File: src/sv/spd_pkg.sv
// Shared types and constants of the slotted page directory.
`default_nettype none
package spd_pkg;
  localparam int CMD_W  = 3;
  localparam int SLOT_W = 6;
  localparam int BYTE_W = 13;
  localparam int LIVE_W = 7;
  localparam int STAT_W = 3;
  localparam int ACC_W  = 20;

  localparam int MAX_SLOTS_DEF  = 64;
  localparam int PAGE_BYTES_DEF = 4096;
  localparam int SLOT_BYTES_DEF = 4;

  localparam logic [BYTE_W-1:0] HDR_RESET = 13'd32;
  localparam logic [BYTE_W-1:0] BYTE_MAX  = 13'h1FFF;

  typedef enum logic [CMD_W-1:0] {
    CMD_INIT    = 3'd0,
    CMD_INSERT  = 3'd1,
    CMD_DELETE  = 3'd2,
    CMD_UPDATE  = 3'd3,
    CMD_GET     = 3'd4,
    CMD_COMPACT = 3'd5
  } cmd_t;

  typedef enum logic [STAT_W-1:0] {
    ST_OK      = 3'd0,
    ST_ZERO    = 3'd1,
    ST_NOSPACE = 3'd2,
    ST_RANGE   = 3'd3,
    ST_EMPTY   = 3'd4
  } status_t;

  typedef enum logic {
    ALU_ADD,
    ALU_SUB
  } alu_op_t;

  typedef enum logic [4:0] {
    S_IDLE,
    S_DECODE,
    S_GAP,
    S_INS_NEED,
    S_INS_CHK,
    S_INS_OFF,
    S_INS_END,
    S_INS_BYTES,
    S_DEL_BYTES,
    S_UPD_CMP,
    S_UPD_CHK,
    S_UPD_SUB,
    S_UPD_OFF,
    S_UPD_ADD,
    S_CMP_TOT,
    S_SCAN,
    S_PICK,
    S_PICK2,
    S_EMIT
  } state_t;

  typedef struct packed {
    logic              we_off;
    logic              we_len;
    logic [SLOT_W-1:0] waddr;
    logic [BYTE_W-1:0] woff;
    logic [BYTE_W-1:0] wlen;
    logic [SLOT_W-1:0] raddr;
  } mem_req_t;

  typedef struct packed {
    status_t           status;
    logic [SLOT_W-1:0] slot;
    logic [BYTE_W-1:0] off;
    logic [BYTE_W-1:0] prev;
    logic [BYTE_W-1:0] len;
    logic              last;
  } res_t;
endpackage
`default_nettype wire

File: src/sv/spd_ifs.sv
// Channel interfaces: command input, result output, header size write.
`default_nettype none
interface spd_in_if;
  logic                       valid;
  logic                       ready;
  logic [spd_pkg::CMD_W-1:0]  cmd;
  logic [spd_pkg::SLOT_W-1:0] slot_index;
  logic [spd_pkg::BYTE_W-1:0] record_size;
  modport source (output valid, cmd, slot_index, record_size, input ready);
  modport sink (input valid, cmd, slot_index, record_size, output ready);
endinterface

interface spd_out_if;
  logic                       valid;
  logic                       ready;
  logic [spd_pkg::STAT_W-1:0] status;
  logic [spd_pkg::SLOT_W-1:0] slot_out;
  logic [spd_pkg::BYTE_W-1:0] rec_offset;
  logic [spd_pkg::BYTE_W-1:0] previous_offset;
  logic [spd_pkg::BYTE_W-1:0] record_length;
  logic [spd_pkg::BYTE_W-1:0] free_bytes;
  logic [spd_pkg::LIVE_W-1:0] live_records;
  logic                       last;
  modport source (output valid, status, slot_out, rec_offset, previous_offset,
                  record_length, free_bytes, live_records, last, input ready);
  modport sink (input valid, status, slot_out, rec_offset, previous_offset,
                record_length, free_bytes, live_records, last, output ready);
endinterface

interface spd_cfg_if;
  logic                       valid;
  logic                       ready;
  logic [spd_pkg::BYTE_W-1:0] header_size;
  modport source (output valid, header_size, input ready);
  modport sink (input valid, header_size, output ready);
endinterface
`default_nettype wire

File: src/sv/spd_alu.sv
// Shared add/subtract unit used by the arithmetic steps of the sequencer.
`default_nettype none
module spd_alu (
  input  var spd_pkg::alu_op_t           op,
  input  var logic [spd_pkg::ACC_W-1:0]  a,
  input  var logic [spd_pkg::ACC_W-1:0]  b,
  output var logic [spd_pkg::ACC_W-1:0]  res,
  output var logic                       neg
);
  import spd_pkg::*;

  logic [ACC_W:0] full;

  always_comb begin
    case (op)
      ALU_ADD: full = {1'b0, a} + {1'b0, b};
      ALU_SUB: full = {1'b0, a} - {1'b0, b};
      default: full = '0;
    endcase
  end

  assign res = full[ACC_W-1:0];
  // borrow out of a subtract: a < b
  assign neg = (op == ALU_SUB) & full[ACC_W];
endmodule
`default_nettype wire

File: src/sv/spd_mem.sv
// Slot offset and length memories, one write and one registered read port.
`default_nettype none
module spd_mem #(
  parameter int DEPTH = spd_pkg::MAX_SLOTS_DEF
) (
  input  var logic                       clk,
  input  var spd_pkg::mem_req_t          req,
  output var logic [spd_pkg::BYTE_W-1:0] rd_off,
  output var logic [spd_pkg::BYTE_W-1:0] rd_len
);
  import spd_pkg::*;

  logic [BYTE_W-1:0] off_mem [DEPTH];
  logic [BYTE_W-1:0] len_mem [DEPTH];

  always_ff @(posedge clk) begin
    if (req.we_off) off_mem[req.waddr] <= req.woff;
    if (req.we_len) len_mem[req.waddr] <= req.wlen;
    rd_off <= off_mem[req.raddr];
    rd_len <= len_mem[req.raddr];
  end
endmodule
`default_nettype wire

File: src/sv/slotted_page_directory.sv
// Slot directory of one slotted page: command sequencer around a shared adder.
//
//  channel | dir | handshake   | payload
//  in_ch   | in  | valid/ready | cmd, slot_index, record_size
//  out_ch  | out | valid/ready | status .. last, one or more per command
//  cfg_ch  | in  | valid/ready | header_size
//
// Init, get, unknown commands and early rejects end at decode; delete adds a byte update,
// in-place update a length compare; inserts and relocating updates first check the gap.
// Every arithmetic step uses the one adder. Each compact move rescans the offset memory
// through its single read port to find the highest old offset.
// Reset clears all control state; no clearing pass. A stalled result holds the sequencer
// at its output register; input is taken only when the sequencer is idle.
`default_nettype none
module slotted_page_directory #(
  parameter int MAX_SLOTS  = spd_pkg::MAX_SLOTS_DEF,
  parameter int PAGE_BYTES = spd_pkg::PAGE_BYTES_DEF,
  parameter int SLOT_BYTES = spd_pkg::SLOT_BYTES_DEF
) (
  input var logic clk,
  input var logic rst_n,
  spd_in_if.sink    in_ch,
  spd_out_if.source out_ch,
  spd_cfg_if.sink   cfg_ch
);
  import spd_pkg::*;

  localparam logic [BYTE_W-1:0] PAGE = BYTE_W'(PAGE_BYTES);
  localparam logic [ACC_W-1:0]  SBYT = ACC_W'(SLOT_BYTES);
  localparam logic [LIVE_W-1:0] MAXS = LIVE_W'(MAX_SLOTS);

  state_t st_r, st_nxt;
  logic [CMD_W-1:0]     cmd_r, cmd_nxt;
  logic [SLOT_W-1:0]    idx_r, idx_nxt;
  logic [BYTE_W-1:0]    size_r, size_nxt;
  logic [BYTE_W-1:0]    hdr_r, hdr_nxt;
  logic [MAX_SLOTS-1:0] valid_r, valid_nxt;
  logic [MAX_SLOTS-1:0] done_r, done_nxt;
  logic [LIVE_W-1:0]    siu_r, siu_nxt;
  logic [LIVE_W-1:0]    live_r, live_nxt;
  logic [ACC_W-1:0]     lbytes_r, lbytes_nxt;
  logic [BYTE_W-1:0]    sae_r, sae_nxt;
  logic [BYTE_W-1:0]    ras_r, ras_nxt;
  logic [BYTE_W-1:0]    gap_r, gap_nxt;
  logic [ACC_W-1:0]     need_r, need_nxt;
  logic [SLOT_W-1:0]    s_r, s_nxt;
  logic                 app_r, app_nxt;
  res_t                 res_r, res_nxt;
  logic [BYTE_W-1:0]    wpos_r, wpos_nxt;
  logic [LIVE_W-1:0]    scan_r, scan_nxt;
  logic                 pend_r, pend_nxt;
  logic [SLOT_W-1:0]    pidx_r, pidx_nxt;
  logic                 bhave_r, bhave_nxt;
  logic [SLOT_W-1:0]    bslot_r, bslot_nxt;
  logic [BYTE_W-1:0]    boff_r, boff_nxt;
  logic [LIVE_W-1:0]    k_r, k_nxt;
  logic                 ovld_r, ovld_nxt;
  res_t                 ores_r, ores_nxt;
  logic [BYTE_W-1:0]    ofree_r, ofree_nxt;
  logic [LIVE_W-1:0]    olive_r, olive_nxt;

  mem_req_t          mreq;
  logic [BYTE_W-1:0] rd_off, rd_len;
  alu_op_t           alu_op;
  logic [ACC_W-1:0]  alu_a, alu_b, alu_res;
  logic              alu_neg;
  logic [LIVE_W-1:0] first_free;
  logic              reuse;
  logic              out_free;
  logic [BYTE_W-1:0] sat_diff;

  spd_mem #(.DEPTH(MAX_SLOTS)) u_mem (
    .clk    (clk),
    .req    (mreq),
    .rd_off (rd_off),
    .rd_len (rd_len)
  );

  spd_alu u_alu (
    .op  (alu_op),
    .a   (alu_a),
    .b   (alu_b),
    .res (alu_res),
    .neg (alu_neg)
  );

  // lowest empty slot; slots at or above siu are never valid
  always_comb begin
    first_free = MAXS;
    for (int i = MAX_SLOTS - 1; i >= 0; i--) begin
      if (!valid_r[i]) first_free = LIVE_W'(i);
    end
  end
  assign reuse = first_free < siu_r;

  assign out_free = !ovld_r || out_ch.ready;
  assign sat_diff = alu_neg ? '0 : alu_res[BYTE_W-1:0];

  assign in_ch.ready  = rst_n && (st_r == S_IDLE);
  assign cfg_ch.ready = rst_n;

  assign out_ch.valid           = ovld_r;
  assign out_ch.status          = ores_r.status;
  assign out_ch.slot_out        = ores_r.slot;
  assign out_ch.rec_offset      = ores_r.off;
  assign out_ch.previous_offset = ores_r.prev;
  assign out_ch.record_length   = ores_r.len;
  assign out_ch.free_bytes      = ofree_r;
  assign out_ch.live_records    = olive_r;
  assign out_ch.last            = ores_r.last;

  always_comb begin
    st_nxt     = st_r;
    cmd_nxt    = cmd_r;
    idx_nxt    = idx_r;
    size_nxt   = size_r;
    hdr_nxt    = hdr_r;
    valid_nxt  = valid_r;
    done_nxt   = done_r;
    siu_nxt    = siu_r;
    live_nxt   = live_r;
    lbytes_nxt = lbytes_r;
    sae_nxt    = sae_r;
    ras_nxt    = ras_r;
    gap_nxt    = gap_r;
    need_nxt   = need_r;
    s_nxt      = s_r;
    app_nxt    = app_r;
    res_nxt    = res_r;
    wpos_nxt   = wpos_r;
    scan_nxt   = scan_r;
    pend_nxt   = pend_r;
    pidx_nxt   = pidx_r;
    bhave_nxt  = bhave_r;
    bslot_nxt  = bslot_r;
    boff_nxt   = boff_r;
    k_nxt      = k_r;
    ovld_nxt   = ovld_r && !out_ch.ready;
    ores_nxt   = ores_r;
    ofree_nxt  = ofree_r;
    olive_nxt  = olive_r;
    mreq       = '0;
    mreq.raddr = idx_r;
    alu_op     = ALU_SUB;
    alu_a      = '0;
    alu_b      = '0;

    if (cfg_ch.valid) hdr_nxt = cfg_ch.header_size;

    case (st_r)
      S_IDLE: begin
        mreq.raddr = in_ch.slot_index;
        if (in_ch.valid) begin
          cmd_nxt  = in_ch.cmd;
          idx_nxt  = in_ch.slot_index;
          size_nxt = in_ch.record_size;
          st_nxt   = S_DECODE;
        end
      end

      S_DECODE: begin
        res_nxt = '{status: ST_OK, slot: '0, off: '0, prev: '0, len: '0, last: 1'b1};
        st_nxt  = S_EMIT;
        case (cmd_r)
          CMD_INIT: begin
            valid_nxt  = '0;
            siu_nxt    = '0;
            live_nxt   = '0;
            lbytes_nxt = '0;
            sae_nxt    = hdr_r;
            ras_nxt    = PAGE;
          end
          CMD_INSERT: begin
            if (size_r == '0) begin
              res_nxt.status = ST_ZERO;
            end else if (!reuse && siu_r >= MAXS) begin
              res_nxt.status = ST_NOSPACE;
            end else begin
              s_nxt   = reuse ? first_free[SLOT_W-1:0] : siu_r[SLOT_W-1:0];
              app_nxt = !reuse;
              st_nxt  = S_GAP;
            end
          end
          CMD_DELETE, CMD_UPDATE, CMD_GET: begin
            res_nxt.slot = idx_r;
            if (LIVE_W'(idx_r) >= siu_r) begin
              res_nxt.status = ST_RANGE;
            end else if (cmd_r == CMD_UPDATE && size_r == '0) begin
              res_nxt.status = ST_ZERO;
            end else if (!valid_r[idx_r]) begin
              res_nxt.status = ST_EMPTY;
            end else if (cmd_r == CMD_DELETE) begin
              valid_nxt[idx_r] = 1'b0;
              live_nxt         = live_r - 1'b1;
              st_nxt           = S_DEL_BYTES;
            end else if (cmd_r == CMD_GET) begin
              res_nxt.off  = rd_off;
              res_nxt.prev = rd_off;
              res_nxt.len  = rd_len;
            end else begin
              st_nxt = S_UPD_CMP;
            end
          end
          CMD_COMPACT: begin
            if (siu_r == '0) begin
              st_nxt = S_EMIT;
            end else if (live_r == '0) begin
              ras_nxt = PAGE;
            end else begin
              st_nxt = S_CMP_TOT;
            end
          end
          default: st_nxt = S_EMIT;
        endcase
      end

      S_GAP: begin
        alu_a   = ACC_W'(ras_r);
        alu_b   = ACC_W'(sae_r);
        gap_nxt = sat_diff;
        st_nxt  = (cmd_r == CMD_INSERT) ? S_INS_NEED : S_UPD_CHK;
      end

      S_INS_NEED: begin
        alu_op   = ALU_ADD;
        alu_a    = ACC_W'(size_r);
        alu_b    = app_r ? SBYT : '0;
        need_nxt = alu_res;
        st_nxt   = S_INS_CHK;
      end

      S_INS_CHK: begin
        alu_a = ACC_W'(gap_r);
        alu_b = need_r;
        if (alu_neg) begin
          res_nxt.status = ST_NOSPACE;
          st_nxt         = S_EMIT;
        end else begin
          st_nxt = S_INS_OFF;
        end
      end

      S_INS_OFF: begin
        alu_a       = ACC_W'(ras_r);
        alu_b       = ACC_W'(size_r);
        mreq.we_off = 1'b1;
        mreq.we_len = 1'b1;
        mreq.waddr  = s_r;
        mreq.woff   = alu_res[BYTE_W-1:0];
        mreq.wlen   = size_r;
        valid_nxt[s_r] = 1'b1;
        ras_nxt     = alu_res[BYTE_W-1:0];
        res_nxt.slot = s_r;
        res_nxt.off  = alu_res[BYTE_W-1:0];
        res_nxt.len  = size_r;
        st_nxt      = app_r ? S_INS_END : S_INS_BYTES;
      end

      // array end follows the current header size
      S_INS_END: begin
        alu_op  = ALU_ADD;
        alu_a   = ACC_W'(hdr_r);
        alu_b   = ACC_W'(siu_r) * SBYT + SBYT;
        sae_nxt = (alu_res > ACC_W'(BYTE_MAX)) ? BYTE_MAX : alu_res[BYTE_W-1:0];
        siu_nxt = siu_r + 1'b1;
        st_nxt  = S_INS_BYTES;
      end

      S_INS_BYTES: begin
        alu_op     = ALU_ADD;
        alu_a      = lbytes_r;
        alu_b      = ACC_W'(size_r);
        lbytes_nxt = alu_res;
        live_nxt   = live_r + 1'b1;
        st_nxt     = S_EMIT;
      end

      S_DEL_BYTES: begin
        alu_a      = lbytes_r;
        alu_b      = ACC_W'(rd_len);
        lbytes_nxt = alu_res;
        st_nxt     = S_EMIT;
      end

      S_UPD_CMP: begin
        alu_a = ACC_W'(rd_len);
        alu_b = ACC_W'(size_r);
        if (alu_neg) begin
          st_nxt = S_GAP;
        end else begin
          res_nxt.off  = rd_off;
          res_nxt.prev = rd_off;
          res_nxt.len  = rd_len;
          st_nxt       = S_EMIT;
        end
      end

      S_UPD_CHK: begin
        alu_a = ACC_W'(gap_r);
        alu_b = ACC_W'(size_r);
        if (alu_neg) begin
          res_nxt.status = ST_NOSPACE;
          st_nxt         = S_EMIT;
        end else begin
          st_nxt = S_UPD_SUB;
        end
      end

      // retire the old length before the memory is rewritten
      S_UPD_SUB: begin
        alu_a      = lbytes_r;
        alu_b      = ACC_W'(rd_len);
        lbytes_nxt = alu_res;
        st_nxt     = S_UPD_OFF;
      end

      S_UPD_OFF: begin
        alu_a        = ACC_W'(ras_r);
        alu_b        = ACC_W'(size_r);
        mreq.we_off  = 1'b1;
        mreq.we_len  = 1'b1;
        mreq.waddr   = idx_r;
        mreq.woff    = alu_res[BYTE_W-1:0];
        mreq.wlen    = size_r;
        ras_nxt      = alu_res[BYTE_W-1:0];
        res_nxt.off  = alu_res[BYTE_W-1:0];
        res_nxt.prev = rd_off;
        res_nxt.len  = size_r;
        st_nxt       = S_UPD_ADD;
      end

      S_UPD_ADD: begin
        alu_op     = ALU_ADD;
        alu_a      = lbytes_r;
        alu_b      = ACC_W'(size_r);
        lbytes_nxt = alu_res;
        st_nxt     = S_EMIT;
      end

      // final record area start is known up front from the live byte total
      S_CMP_TOT: begin
        alu_a     = ACC_W'(PAGE);
        alu_b     = lbytes_r;
        ras_nxt   = sat_diff;
        wpos_nxt  = PAGE;
        done_nxt  = '0;
        k_nxt     = '0;
        scan_nxt  = '0;
        pend_nxt  = 1'b0;
        bhave_nxt = 1'b0;
        st_nxt    = S_SCAN;
      end

      S_SCAN: begin
        if (scan_r < siu_r) begin
          mreq.raddr = scan_r[SLOT_W-1:0];
          scan_nxt   = scan_r + 1'b1;
          pend_nxt   = 1'b1;
          pidx_nxt   = scan_r[SLOT_W-1:0];
        end else begin
          pend_nxt = 1'b0;
        end
        if (pend_r) begin
          alu_a = ACC_W'(boff_r);
          alu_b = ACC_W'(rd_off);
          // strict greater keeps the lower slot on equal offsets
          if (valid_r[pidx_r] && !done_r[pidx_r] && (!bhave_r || alu_neg)) begin
            bhave_nxt = 1'b1;
            bslot_nxt = pidx_r;
            boff_nxt  = rd_off;
          end
        end
        if (scan_r >= siu_r && !pend_r) st_nxt = S_PICK;
      end

      S_PICK: begin
        mreq.raddr = bslot_r;
        st_nxt     = S_PICK2;
      end

      S_PICK2: begin
        mreq.raddr  = bslot_r;
        alu_a       = ACC_W'(wpos_r);
        alu_b       = ACC_W'(rd_len);
        mreq.we_off = 1'b1;
        mreq.waddr  = bslot_r;
        mreq.woff   = sat_diff;
        wpos_nxt    = sat_diff;
        done_nxt[bslot_r] = 1'b1;
        k_nxt       = k_r + 1'b1;
        res_nxt = '{status: ST_OK, slot: bslot_r, off: sat_diff, prev: boff_r,
                    len: rd_len, last: (k_r + 1'b1 == live_r)};
        st_nxt      = S_EMIT;
      end

      S_EMIT: begin
        alu_a = ACC_W'(ras_r);
        alu_b = ACC_W'(sae_r);
        if (out_free) begin
          ovld_nxt  = 1'b1;
          ores_nxt  = res_r;
          ofree_nxt = sat_diff;
          olive_nxt = live_r;
          if (res_r.last) begin
            st_nxt = S_IDLE;
          end else begin
            scan_nxt  = '0;
            pend_nxt  = 1'b0;
            bhave_nxt = 1'b0;
            st_nxt    = S_SCAN;
          end
        end
      end

      default: st_nxt = S_IDLE;
    endcase
  end

  always_ff @(posedge clk) begin
    if (!rst_n) begin
      st_r     <= S_IDLE;
      hdr_r    <= HDR_RESET;
      valid_r  <= '0;
      done_r   <= '0;
      siu_r    <= '0;
      live_r   <= '0;
      lbytes_r <= '0;
      sae_r    <= HDR_RESET;
      ras_r    <= PAGE;
      ovld_r   <= 1'b0;
      pend_r   <= 1'b0;
      bhave_r  <= 1'b0;
    end else begin
      st_r     <= st_nxt;
      hdr_r    <= hdr_nxt;
      valid_r  <= valid_nxt;
      done_r   <= done_nxt;
      siu_r    <= siu_nxt;
      live_r   <= live_nxt;
      lbytes_r <= lbytes_nxt;
      sae_r    <= sae_nxt;
      ras_r    <= ras_nxt;
      ovld_r   <= ovld_nxt;
      pend_r   <= pend_nxt;
      bhave_r  <= bhave_nxt;
    end
  end

  always_ff @(posedge clk) begin
    cmd_r   <= cmd_nxt;
    idx_r   <= idx_nxt;
    size_r  <= size_nxt;
    gap_r   <= gap_nxt;
    need_r  <= need_nxt;
    s_r     <= s_nxt;
    app_r   <= app_nxt;
    res_r   <= res_nxt;
    wpos_r  <= wpos_nxt;
    scan_r  <= scan_nxt;
    pidx_r  <= pidx_nxt;
    bslot_r <= bslot_nxt;
    boff_r  <= boff_nxt;
    k_r     <= k_nxt;
    ores_r  <= ores_nxt;
    ofree_r <= ofree_nxt;
    olive_r <= olive_nxt;
  end

  a_live_le_siu: assert property (@(posedge clk) disable iff (!rst_n)
    live_r <= siu_r) else $error("live count exceeds slots in use");

  a_siu_max: assert property (@(posedge clk) disable iff (!rst_n)
    siu_r <= MAXS) else $error("slots in use exceeds limit");

  a_take_decode: assert property (@(posedge clk) disable iff (!rst_n)
    (in_ch.valid && in_ch.ready) |=> (st_r == S_DECODE))
    else $error("command transfer not followed by decode");
endmodule
`default_nettype wire
File: src/flat_wrapper.sv
// flat-port wrapper written by rule: the top's interface ports become plain ports
module slotted_page_directory_flat import spd_pkg::*;
#(
  parameter int MAX_SLOTS  = spd_pkg::MAX_SLOTS_DEF,
  parameter int PAGE_BYTES = spd_pkg::PAGE_BYTES_DEF,
  parameter int SLOT_BYTES = spd_pkg::SLOT_BYTES_DEF
)
  (clk, rst_n, in_ch_valid, in_ch_cmd, in_ch_slot_index, in_ch_record_size, in_ch_ready, out_ch_valid, out_ch_status, out_ch_slot_out, out_ch_rec_offset, out_ch_previous_offset, out_ch_record_length, out_ch_free_bytes, out_ch_live_records, out_ch_last, out_ch_ready, cfg_ch_valid, cfg_ch_header_size, cfg_ch_ready);
  spd_in_if in_ch_i ();
  spd_out_if out_ch_i ();
  spd_cfg_if cfg_ch_i ();
  input var logic clk;
  input var logic rst_n;
  input wire logic [$bits(in_ch_i.valid)-1:0] in_ch_valid;
  input wire logic [$bits(in_ch_i.cmd)-1:0] in_ch_cmd;
  input wire logic [$bits(in_ch_i.slot_index)-1:0] in_ch_slot_index;
  input wire logic [$bits(in_ch_i.record_size)-1:0] in_ch_record_size;
  output wire logic [$bits(in_ch_i.ready)-1:0] in_ch_ready;
  output wire logic [$bits(out_ch_i.valid)-1:0] out_ch_valid;
  output wire logic [$bits(out_ch_i.status)-1:0] out_ch_status;
  output wire logic [$bits(out_ch_i.slot_out)-1:0] out_ch_slot_out;
  output wire logic [$bits(out_ch_i.rec_offset)-1:0] out_ch_rec_offset;
  output wire logic [$bits(out_ch_i.previous_offset)-1:0] out_ch_previous_offset;
  output wire logic [$bits(out_ch_i.record_length)-1:0] out_ch_record_length;
  output wire logic [$bits(out_ch_i.free_bytes)-1:0] out_ch_free_bytes;
  output wire logic [$bits(out_ch_i.live_records)-1:0] out_ch_live_records;
  output wire logic [$bits(out_ch_i.last)-1:0] out_ch_last;
  input wire logic [$bits(out_ch_i.ready)-1:0] out_ch_ready;
  input wire logic [$bits(cfg_ch_i.valid)-1:0] cfg_ch_valid;
  input wire logic [$bits(cfg_ch_i.header_size)-1:0] cfg_ch_header_size;
  output wire logic [$bits(cfg_ch_i.ready)-1:0] cfg_ch_ready;
  assign in_ch_i.valid = in_ch_valid;
  assign in_ch_i.cmd = in_ch_cmd;
  assign in_ch_i.slot_index = in_ch_slot_index;
  assign in_ch_i.record_size = in_ch_record_size;
  assign in_ch_ready = in_ch_i.ready;
  assign out_ch_valid = out_ch_i.valid;
  assign out_ch_status = out_ch_i.status;
  assign out_ch_slot_out = out_ch_i.slot_out;
  assign out_ch_rec_offset = out_ch_i.rec_offset;
  assign out_ch_previous_offset = out_ch_i.previous_offset;
  assign out_ch_record_length = out_ch_i.record_length;
  assign out_ch_free_bytes = out_ch_i.free_bytes;
  assign out_ch_live_records = out_ch_i.live_records;
  assign out_ch_last = out_ch_i.last;
  assign out_ch_i.ready = out_ch_ready;
  assign cfg_ch_i.valid = cfg_ch_valid;
  assign cfg_ch_i.header_size = cfg_ch_header_size;
  assign cfg_ch_ready = cfg_ch_i.ready;
  slotted_page_directory #(.MAX_SLOTS(MAX_SLOTS), .PAGE_BYTES(PAGE_BYTES), .SLOT_BYTES(SLOT_BYTES)) u_core (.clk(clk), .rst_n(rst_n), .in_ch(in_ch_i), .out_ch(out_ch_i), .cfg_ch(cfg_ch_i));
endmodule
File: config.mk
export PLATFORM = sky130hd
export DESIGN_NAME = slotted_page_directory_flat
export DESIGN_NICKNAME = d
export VERILOG_FILES = /design/src/sv/spd_pkg.sv /design/src/sv/spd_ifs.sv /design/src/sv/spd_alu.sv /design/src/sv/spd_mem.sv /design/src/sv/slotted_page_directory.sv /design/src/flat_wrapper.sv
export SDC_FILE = /design/constraint.sdc
export NUM_CORES = 2
export LEC_CHECK = 0
export ABC_AREA = 1
export ABC_CLOCK_PERIOD_IN_PS = 10650
export CAP_MARGIN = 30
export CELL_PAD_IN_SITES_DETAIL_PLACEMENT = 1
export CELL_PAD_IN_SITES_GLOBAL_PLACEMENT = 1
export CORE_ASPECT_RATIO = 1.25
export CORE_MARGIN = 10
export CORE_UTILIZATION = 25
export DETAILED_ROUTE_END_ITERATION = 8
export DONT_BUFFER_PORTS = 1
export HOLD_SLACK_MARGIN = 0.12
export PLACE_DENSITY_LB_ADDON = 0.15
export SYNTH_ARGS = -nofsm -noshare
export SYNTH_HDL_FRONTEND = slang
export SYNTH_HIERARCHICAL = 1
export SYNTH_SLANG_ARGS = --single-unit
File: constraint.sdc
create_clock -name clk -period 10.65 [get_ports clk]
set_clock_uncertainty 0.15 [all_clocks]
set_input_delay 2.13 -clock clk [delete_from_list [all_inputs] [get_ports clk]]
set_output_delay 2.13 -clock clk [all_outputs]
set_load 0.005 [all_outputs]
==> results.yml <==
outcome:
  outcome: "complete, no violations"
flow_run:
  cap_violations: 0
cts:
  clk_latency_ps: 910
  cts_resized: 0
  clk_pin_slew_ps: 70
  cts.sinks: 2131
  cts_tree: "yes"
  root_buffer: "clkbuf_16"
  clk_path_buf_depth: 4
  holdBufCountCts: 0
  h-tree-depth: 5
  postCtsSetupBuffers: 0
  cts_buffers: 263
sta:
  post-route-period-util: 0.761
  hold_violations: 0
  worstMarginPinSlew_ps: 1230
  rsz0062_at_grt: "no"
  fmax_ghz: 0.123
  relSlewSlack: 0.181
  tns_ps: 0
  fin_crit_ps: 8100
  final_max_slew_viol_count: 0
  setup_violations: 0
layout:
  syn_to_final_growth_pct: 16.8
  postLayoutCellArea_sq_um: 108000
  nNetsFinal: 8947
  drive_gt1_frac: 0.0951
routing:
  drt_wl_total_mm: 364
  firstDrtPassIters: 5
  drt-initial-drc-count: 4305
  topRoutingLayerUsed: "met4"
  vias: 68000
  wl_per_cell_microns: 26.1
  post-route-drc-count: 0
  wl_met1_mm: 157
  via_per_inst: 4.87
  antenna_left: 0
  met3WireLength_mm: 11.8
  routed-wl-met2_mm: 183
critical_path:
  cp_slowest_cell: "o22ai_4"
  crit_type: "register to register"
  worstPathRequired_ps: 11080
  worstPathArrival_ps: 8530
  crit_path_start: "u_core/st_r[0]"
  critical_path.max_stage_delay_ps: 740
  start_kind: "register"
  crit_top_cell: "inv_1"
  r2r_start: "u_core/st_r[0]"
  cp_max_fo: 41
  r2r_end: "u_core/u_mem/off_mem[16][8]"
  reg2reg_depth: 37
  ff2ff_setup_slack_ps: 2550
  end_kind: "register"
global_route:
  antenna_found_initial: 10
  grt_max_degree: 207
  grt.overflow.total: 0
  grt_pass1_wl_mm: 521
  grtUsageTotal: 0.178
  grt_pass1_vias: 70400
yosys:
  yosys.cell_count.top_type: "nand2_1"
  ys_seq_elements: 2131
  yosys_warnings: 6
  yosys-top-cells-area: "edfxtp_1 62%, nand2_1 11%, nand3_1 8.4%"
  synthArstFlopShare: 0
  avgSynthCellArea_sq_um: 10.5
  synth_cell_types: 63
  synthCells: 8846
  ys_seq_area_frac: 0.666
  synth_area_sq_um: 92500
  synth_nets: 8933
  synth.largest_area_cell: "edfxtp_1"
  synth_common_cells: "2676 x nand2_1, 1896 x edfxtp_1, 1546 x nand3_1"
  synth_edf_count: 1896
  synth_top_area_share: 0.616
  synth_flop_cell: "edfxtp_1"
placement:
  globalplace.congestion: 0.846
  placed_area_sq_um: 99800
  dp_hpwl_mm: 232
  port_buffers: 0
floorplanning:
  die_x_microns: 564
  fp.coreArea_sq_um: 368000
  start_util: 0.251
  die_h_microns: 700
  core.rowCount: 249
  boundaryPins: 112
  die-area_sq_um: 395000
power_and_ir_drop:
  p_leak_uw: 0.0372
  power.density_nw_per_um2: 352
  peakVddDrop_mv: 0.656
worst_hold_path:
  hp-class: "register to register"
  worstHoldEndpoint: "u_core/out_ch.slot_out[2]"
  holdCritStartpoint: "u_core/res_r[42]"
  hold_depth: 0
==> critical path, delay by kind of cell, from the launching register on <==
family                     cells  cell delay [ps]
AOI/OAI and AO/OA              4             1380
adders and majority gates      2              680
buffers and inverters         13             2800
DFF                            1              330
and+or+nand+nor               18             2320
==> cell families (layout without fill, tap and decap cells) <==
kind of cell,count (synthesis),in the layout,synth area share
adder cells (fa/ha/maj),47,47,0.00644
multiplexers,3,3,0.000446
XOR/XNOR,31,31,0.00294
AO/OA/AOI/OAI,836,836,0.0535
other,0,8,0
buffers and inverters,886,1104,0.0437
AND/OR/NAND/NOR,4912,4912,0.226
flip-flops,2131,2131,0.666
==> flip-flops by register name, indices dropped and copies added (netlist names), 13 cells and up <==
| signal | cells |
|---|---|
| u_core/ras_r | 13 |
| u_core/out_ch.record_length | 13 |
| u_core/wpos_r | 13 |
| u_core/valid_r | 64 |
| u_core/out_ch.free_bytes | 13 |
| u_core/need_r | 20 |
| u_core/gap_r | 13 |
| u_core/u_mem/rd_len | 13 |
| u_core/res_r | 49 |
| u_core/out_ch.rec_offset | 13 |
| u_core/boff_r | 13 |
| u_core/u_mem/rd_off | 13 |
| u_core/out_ch.previous_offset | 13 |
| u_core/size_r | 13 |
| u_core/u_mem/len_mem | 832 |
| u_core/u_mem/off_mem | 832 |
| u_core/sae_r | 13 |
| u_core/hdr_r | 13 |
| u_core/lbytes_r | 20 |
| u_core/done_r | 64 |
==> report_power, final <==
group	internal [uW]	leakage (uW)	switching [uW]	total [uW]
Sequential	9630	0.0175	445	10100
Combinational	4700	0.0158	14500	19200
Clock	5030	0.00399	3650	8680
Total	19400	0.0372	18600	38000
==> stage by stage <==
| stage | power (uW) | hold WS [ps] | worst slack [ps] | std cells | util |
|---|---|---|---|---|---|
| finish | 38000 | 273 | 2550 | 14000 | 0.293 |
| global route | 40800 | 279 | 1880 | 14000 | 0.293 |
| CTS | 38800 | 276 | 2480 | 14000 | 0.293 |
| detailed placement | 30000 | 256 | 2580 | 13500 | 0.271 |
| global placement | 29800 | 257 | 2460 | 13400 | 0.269 |
| floorplan | 22000 | 250 | 3550 | 8846 | - |
==> worst max-delay path by stage <==
stage                                   to  slack [ps]  cells after the start
2_1_floorplan  u_core/u_mem/off_mem[0][10]        3550                     34
3_3_place_gp              u_core/res_r[38]        2460                     39
3_5_place_dp              u_core/res_r[35]        2580                     39
4_1_cts                   u_core/res_r[35]        2480                     39
5_1_grt                   u_core/res_r[35]        1880                     39
6_report       u_core/u_mem/off_mem[16][8]        2550                     37
==> cells in the final DEF, fill, tap and decap left out, drive strengths merged, types with 58 or more instances in the layout <==
cell type / Yosys / layout
a21oi: 356 / 356
a221oi: 81 / 81
buf: 324 / 275
clkbuf: 202 / 363
clkinv: 11 / 94
dfxtp: 235 / 235
edfxtp: 1896 / 1896
inv: 349 / 361
nand2: 2688 / 2688
nand3: 1551 / 1551
nor2: 367 / 367
nor3: 260 / 260
o21ai: 200 / 200
o22ai: 58 / 58
==> final cells by class <==
cell class / count / area (sq um)
inverters: 360 / 1390
flip-flops and latches: 2131 / 61600
fillers: 41100 / 260000
diodes: 8 / 20.0
well taps: 4894 / 6120
multi-input cells: 5829 / 28100
clock buffers: 363 / 7320
clock inverters: 106 / 825
repair buffers: 275 / 2590
==> per-layer routing <==
metal  global-route usage  vias up
li1                     -    31200
met1                0.224    35000
met2                0.317     1319
met3               0.0184      531
met4               0.0590        0
met5                    0        -
Note: power is estimated with default switching activity, not from simulation.
